[config.mk]
export PLATFORM = sky130hd
export DESIGN_NAME = wildcard_pattern_matcher_top
export DESIGN_NICKNAME = d
export VERILOG_FILES = /design/src/wpm_pkg.sv /design/src/wildcard_pattern_matcher_top.sv /design/src/wpm_cell.sv
export SDC_FILE = /design/constraint.sdc
export NUM_CORES = 2
export LEC_CHECK = 0
export ABC_AREA = 1
export CORE_MARGIN = 4
export CORE_UTILIZATION = 24
export CTS_CLUSTER_DIAMETER = 120
export CTS_CLUSTER_SIZE = 16
export DETAILED_ROUTE_END_ITERATION = 12
export DONT_BUFFER_PORTS = 1
export PLACE_DENSITY_LB_ADDON = 0.05
export SYNTH_ARGS = -nofsm -noshare
export SYNTH_HDL_FRONTEND = slang
export SYNTH_SLANG_ARGS = --single-unit
export TNS_END_PERCENT = 100
[constraint.sdc]
create_clock -name clk -period 3.3 [get_ports clk]
set_input_delay 0.66 -clock clk [delete_from_list [all_inputs] [get_ports clk]]
set_output_delay 0.66 -clock clk [all_outputs]
set_load 0.01 [all_outputs]
[src/wpm_pkg.sv]
package wpm_pkg;

  localparam int MAX_PATTERN_DEFAULT = 64;

  localparam logic [7:0] STAR_CHAR     = 8'd42;
  localparam logic [7:0] QUESTION_CHAR = 8'd63;

  typedef enum logic [1:0] {
    KIND_APPEND = 2'd0,
    KIND_TEXT   = 2'd1,
    KIND_FINISH = 2'd2,
    KIND_CLEAR  = 2'd3
  } kind_t;

  // One text byte travelling along the row of cells, with the old and new
  // match bits of the cell it has just left.
  typedef struct packed {
    logic       valid;
    logic [7:0] ch;
    logic       old_bit;
    logic       new_bit;
  } wave_t;

  typedef struct packed {
    logic       clear;
    logic       restore;
    logic [7:0] chr;
  } cell_ctrl_t;

endpackage

[src/wildcard_pattern_matcher_top.sv]
// Channel   Handshake                  Payload
// item      item_valid / item_stall    kind, character
// result    result_valid / result_stall  matched, pattern_overflow
//
// A text beat is taken every cycle; its byte moves one cell a cycle along
// the row, so several text bytes are in flight at once.
// Append, clear and finish beats wait until the row has drained: they are
// stalled until the last text byte has passed every cell of the row,
// whatever the pattern length.
// A finish beat also waits while a stalled result is held.
// Reset empties the pattern and the row; the result register holds one beat.
module wildcard_pattern_matcher_top
  import wpm_pkg::*;
#(
  parameter int MAX_PATTERN = MAX_PATTERN_DEFAULT
) (
  input  logic       clk,
  input  logic       rst,
  input  logic       item_valid,
  output logic       item_stall,
  input  logic [1:0] kind,
  input  logic [7:0] character,
  output logic       result_valid,
  input  logic       result_stall,
  output logic       matched,
  output logic       pattern_overflow
);

  localparam int LW = $clog2(MAX_PATTERN + 1);

  logic [LW-1:0]      length;
  logic               overflow;
  logic               match0;
  logic               accept;
  logic               busy;
  logic               full;
  logic               is_text;
  logic               is_append;
  logic               is_finish;
  logic               is_clear;
  cell_ctrl_t         ctrl;
  wave_t              link [MAX_PATTERN+1];
  logic [MAX_PATTERN:0] init_row;
  logic [MAX_PATTERN:0] row;
  logic [MAX_PATTERN:1] in_flight;

  assign is_text   = (kind_t'(kind) == KIND_TEXT);
  assign is_append = (kind_t'(kind) == KIND_APPEND);
  assign is_finish = (kind_t'(kind) == KIND_FINISH);
  assign is_clear  = (kind_t'(kind) == KIND_CLEAR);

  assign busy       = |in_flight;
  assign full       = (length == LW'(MAX_PATTERN));
  assign item_stall = (!is_text && busy) || (is_finish && result_valid && result_stall);
  assign accept     = item_valid && !item_stall;

  assign ctrl.clear   = accept && is_clear;
  assign ctrl.restore = accept && (is_append || is_finish);
  assign ctrl.chr     = character;

  assign link[0].valid   = accept && is_text;
  assign link[0].ch      = character;
  assign link[0].old_bit = match0;
  assign link[0].new_bit = 1'b0;

  assign init_row[0] = 1'b1;
  assign row[0]      = match0;

  for (genvar j = 1; j <= MAX_PATTERN; j++) begin : g_cell
    logic load;
    assign load         = accept && is_append && !full && (length == LW'(j - 1));
    assign in_flight[j] = link[j].valid;

    wpm_cell u_cell (
      .clk       (clk),
      .rst       (rst),
      .ctrl      (ctrl),
      .load      (load),
      .init_left (init_row[j-1]),
      .init_bit  (init_row[j]),
      .match_bit (row[j]),
      .wave_in   (link[j-1]),
      .wave_out  (link[j])
    );
  end

  always_ff @(posedge clk) begin
    if (rst) begin
      length   <= '0;
      overflow <= 1'b0;
      match0   <= 1'b1;
    end else if (accept) begin
      if (is_clear) begin
        length   <= '0;
        overflow <= 1'b0;
        match0   <= 1'b1;
      end else if (is_append) begin
        match0 <= 1'b1;
        if (full) begin
          overflow <= 1'b1;
        end else begin
          length <= length + LW'(1);
        end
      end else if (is_finish) begin
        match0 <= 1'b1;
      end else begin
        match0 <= 1'b0;
      end
    end
  end

  always_ff @(posedge clk) begin
    if (rst) begin
      result_valid <= 1'b0;
    end else if (accept && is_finish) begin
      result_valid <= 1'b1;
    end else if (!result_stall) begin
      result_valid <= 1'b0;
    end
  end

  always_ff @(posedge clk) begin
    if (accept && is_finish) begin
      matched          <= row[length];
      pattern_overflow <= overflow;
    end
  end

endmodule

[src/wpm_cell.sv]
module wpm_cell
  import wpm_pkg::*;
(
  input  logic       clk,
  input  logic       rst,
  input  cell_ctrl_t ctrl,
  input  logic       load,
  input  logic       init_left,
  output logic       init_bit,
  output logic       match_bit,
  input  wave_t      wave_in,
  output wave_t      wave_out
);

  logic [7:0] pchar;
  logic       active;
  logic       init;
  logic       match;
  logic       match_new;
  logic       init_load;

  assign init_bit  = init;
  assign match_bit = match;
  assign init_load = init_left && (ctrl.chr == STAR_CHAR);

  // The exact comparison is tested before the wildcards, so a text star
  // against a pattern star counts as a literal match.
  always_comb begin
    if (!active) begin
      match_new = 1'b0;
    end else if ((wave_in.ch == pchar) || (pchar == QUESTION_CHAR)) begin
      match_new = wave_in.old_bit;
    end else if (pchar == STAR_CHAR) begin
      match_new = wave_in.new_bit || match;
    end else begin
      match_new = 1'b0;
    end
  end

  always_ff @(posedge clk) begin
    if (load) begin
      pchar <= ctrl.chr;
    end
    wave_out.ch      <= wave_in.ch;
    wave_out.old_bit <= match;
    wave_out.new_bit <= match_new;
    if (rst) begin
      active         <= 1'b0;
      init           <= 1'b0;
      match          <= 1'b0;
      wave_out.valid <= 1'b0;
    end else begin
      wave_out.valid <= wave_in.valid;
      if (ctrl.clear) begin
        active <= 1'b0;
        init   <= 1'b0;
        match  <= 1'b0;
      end else if (load) begin
        active <= 1'b1;
        init   <= init_load;
        match  <= init_load;
      end else if (ctrl.restore) begin
        match <= init;
      end else if (wave_in.valid) begin
        match <= match_new;
      end
    end
  end

endmodule

==> results.json <==
{
  "die-height_um": 469,
  "fillers": 22200,
  "cap_violations": 0,
  "grt_pass1_wl_um": 237000,
  "holdPathStages": 0,
  "yosys_warnings": 0,
  "area_delta_synth_final_pct": 13.9,
  "skew_ns": 0.0505,
  "cp_data_required_time_ns": 2.64,
  "comb_power_share_pct": 3.8,
  "power_density_nw_per_um2": 551,
  "clk_pin_slew_ns": 0.07,
  "cp_num_buf_inv": 2,
  "ys_seq_area_share_pct": 65.3,
  "regArea_um2": 33400,
  "via_per_inst": 4.11,
  "grt_pass1_vias": 33800,
  "timing.fmax_mhz": 320,
  "hold_path.class": "in2reg",
  "slew_headroom_pct": 27.9,
  "slowest_delay_ns": 0.32,
  "fin_cells": 8028,
  "tightest_slew_ns": 1.08,
  "p_sw_mw": 7.48,
  "cts_tree": "yes",
  "drtAntennaViolNets": 0,
  "ys_top_cells_by_area": "dfxtp_1 35%, edfxtp_1 30%, xnor2_1 7.5%, nand2_1 7.5%, nor2_1 4.3%",
  "setup_tns_ns": 0,
  "status": "completed",
  "synthArstFlopShare_pct": 0,
  "ios": 18,
  "drive_gt1_share_pct": 6.25,
  "syn-cell-area_um2": 51100,
  "gp_congestion": 0.741,
  "cp_slowest_cell": "dfxtp_1",
  "cts_buffer_depth": 3,
  "synth.avg_cell_area_um2": 10.2,
  "port_buffers": 0,
  "p_total_mw": 32.1,
  "syn_inst": 5007,
  "yosysUniqueCellTypes": 36,
  "dieArea_um2": 220000,
  "cp_top_family": "simple AND/OR/NAND/NOR gates",
  "power_frac_clock_pct": 37.8,
  "insertion_delay_ns": 0.76,
  "ys_top_cells_by_count": "1,018 x nand2_1, 896 x dfxtp_1, 592 x nor2_1, 514 x edfxtp_1, 439 x xnor2_1",
  "cts-root-buf": "clkbuf_16",
  "htree_levels": 3,
  "hold_violations": 0,
  "grt_max_degree": 79,
  "multiInputGateArea_um2": 15500,
  "cp-end-kind": "output pin",
  "leakage_nw": 21.9,
  "rsz0062_at_grt": "false",
  "path_max_fanout": 2,
  "crit_top_cell": "nand2_1",
  "vias": 33000,
  "start_kind": "flip-flop",
  "track_usage_pct": 14.6,
  "antenna_found_initial": 20,
  "nNetsFinal": 5139,
  "yosysMostFrequentCell": "nand2_1",
  "wl_per_cell_um": 20.4,
  "synth_fp_nets": 5029,
  "dr.pass1.iters": 6,
  "seq_power_share_pct": 58.4,
  "intPower_mw": 24.6,
  "synth_top_area_cell": "dfxtp_1",
  "start_util_pct": 24.1,
  "cts.sinks": 1410,
  "gr-total-overflow": 0,
  "coreArea_um2": 212000,
  "irDropWorstVdd_uv": 387,
  "synth_top_area_share_pct": 35.1,
  "cts_made_buffers": 98,
  "cp_cell_sequence": "nor2_1 > nand2_1 > nor2_2 > nand2_1 > nor2_4 > nand2_1 > a21oi_1 > buf_4 > inv_1",
  "layout_min_cycle_time_ns": 3.13,
  "synthFlopType": "dfxtp_1",
  "post_cts_buffers": 0,
  "synth_edf_count": 514,
  "route.detailed.drc": 0,
  "netSwitchingFraction_pct": 23.3,
  "dpl.cell_count": 7815,
  "die_x_um": 469,
  "period_share_pct": 94.7,
  "cp.depth": 9,
  "ys_ff_latch": 1410,
  "routed_wl_um": 164000,
  "reg2regPathDepth": 12,
  "fp-row-count": 169,
  "cp.arrival_ns": 2.47,
  "path_class": "reg2out",
  "first_iter_violations": 1888,
  "hpwl_um": 103000,
  "final_max_slew_viol_count": 0,
  "setup_viol": 0
}
[power by group through the flow]
stage,Sequential (mW),Combinational [mW],Clock (mW)
floorplan,18.9,0.712,0
global placement,19.2,1.04,0
detailed placement,19.1,1.04,0
CTS,18.8,1.24,12.8
global route,18.8,1.34,13.3
finish,18.7,1.21,12.1
[per-layer routing]
| metal | track usage [%] | up-vias | share of wire [%] |
|---|---|---|---|
| met5 | 0 | - | 0 |
| met4 | 3.98 | 0 | 2.6 |
| met3 | 2.08 | 184 | 3.3 |
| met2 | 24.4 | 459 | 47 |
| met1 | 19.6 | 15800 | 47 |
| li1 | - | 16500 | - |
[worst paths after layout]
path,to,from,slack [ns]
worst max register to register,g_cell[6].u_cell.pchar[5]$_DFFE_PP_,g_cell[3].u_cell.wave_out[10]$_SDFF_PP0_,0.34
worst min register to register,g_cell[31].u_cell.wave_out[6]$_DFF_P_,g_cell[30].u_cell.wave_out[6]$_DFF_P_,0.35
worst min-delay path,g_cell[18].u_cell.pchar[0]$_DFFE_PP_,character[0],0.09
worst max-delay path,item_stall,g_cell[3].u_cell.wave_out[10]$_SDFF_PP0_,0.17
[logic make-up (layout without fill, tap and decap cells)]
kind of cell | count (synthesis) | in the layout | share of synthesized area [%]
buffers and inverters | 562 | 754 | 4.33
adders and majority gates | 8 | 8 | 0.196
xor gates and xnor gates | 443 | 443 | 7.59
other | 0 | 8 | 0
DFF | 1410 | 1410 | 65.3
AOI/OAI and AO/OA | 380 | 380 | 3.93
and+or+nand+nor | 2204 | 2204 | 18.6
[registers in the layout (all words and copies together), names as in the netlist]
register,flops
g_cell.u_cell.active,64
g_cell.u_cell.init_bit,64
g_cell.u_cell.match_bit,64
g_cell.u_cell.pchar,512
g_cell.u_cell.wave_out,694
length,7
match0,1
matched,1
overflow,1
pattern_overflow,1
result_valid,1
[per-stage QoR]
step | utilization (%) | hold slack [ns] | setup WS (ns) | cell area, um2
floorplan | - | 0.331 | 0.936 | 51100
global placement | 25.9 | 0.358 | 0.122 | 54900
detailed placement | 25.9 | 0.356 | 0.147 | 54900
CTS | 27.4 | 0.000839 | 0.00560 | 58200
global route | 27.5 | 0.00829 | 0.00904 | 58200
finish | 27.5 | 0.0894 | 0.175 | 58200
[final cells by class]
type / instances / area share, %
Antenna cell: 8 / 0.0344
Timing Repair Buffer: 97 / 1.83
Tap cell: 2821 / 6.07
Inverter: 475 / 3.06
Clock buffer: 177 / 4.83
Clock inverter: 5 / 0.133
Multi-Input combinational cell: 3035 / 26.7
Sequential cell: 1410 / 57.3
[repair_timing]
item / CTS / global route
pin swaps: 0 / 0
hold endpoints to repair: 236 / 4
hold buffers: 22 / 1
resized for setup: 3 / 2
endpoints found under the setup margin: 1 / 1
[cells in the final DEF (no fill, tap or decap), types with 4 or more instances in the layout]
cell           count
nand2_1         1017
nor3_1           152
nand3_1          163
xnor2_1          439
buf_16             5
nor2_2             6
inv_1            431
a21oi_1          218
ha_1               8
xor2_1             4
dlygate4sd3_1     15
nor4_1             5
o21ai_0          124
nand3_2           31
clkbuf_16        101
nand4_1          186
nor2_4             5
diode_2            8
o2111ai_1          4
o21a_1            27
clkbuf_1          76
nor2_1           588
dfxtp_1          895
or2_2             45
buf_4             61
edfxtp_1         514
buf_12            16
inv_2             44
Note: power is estimated with default switching activity, not from simulation.
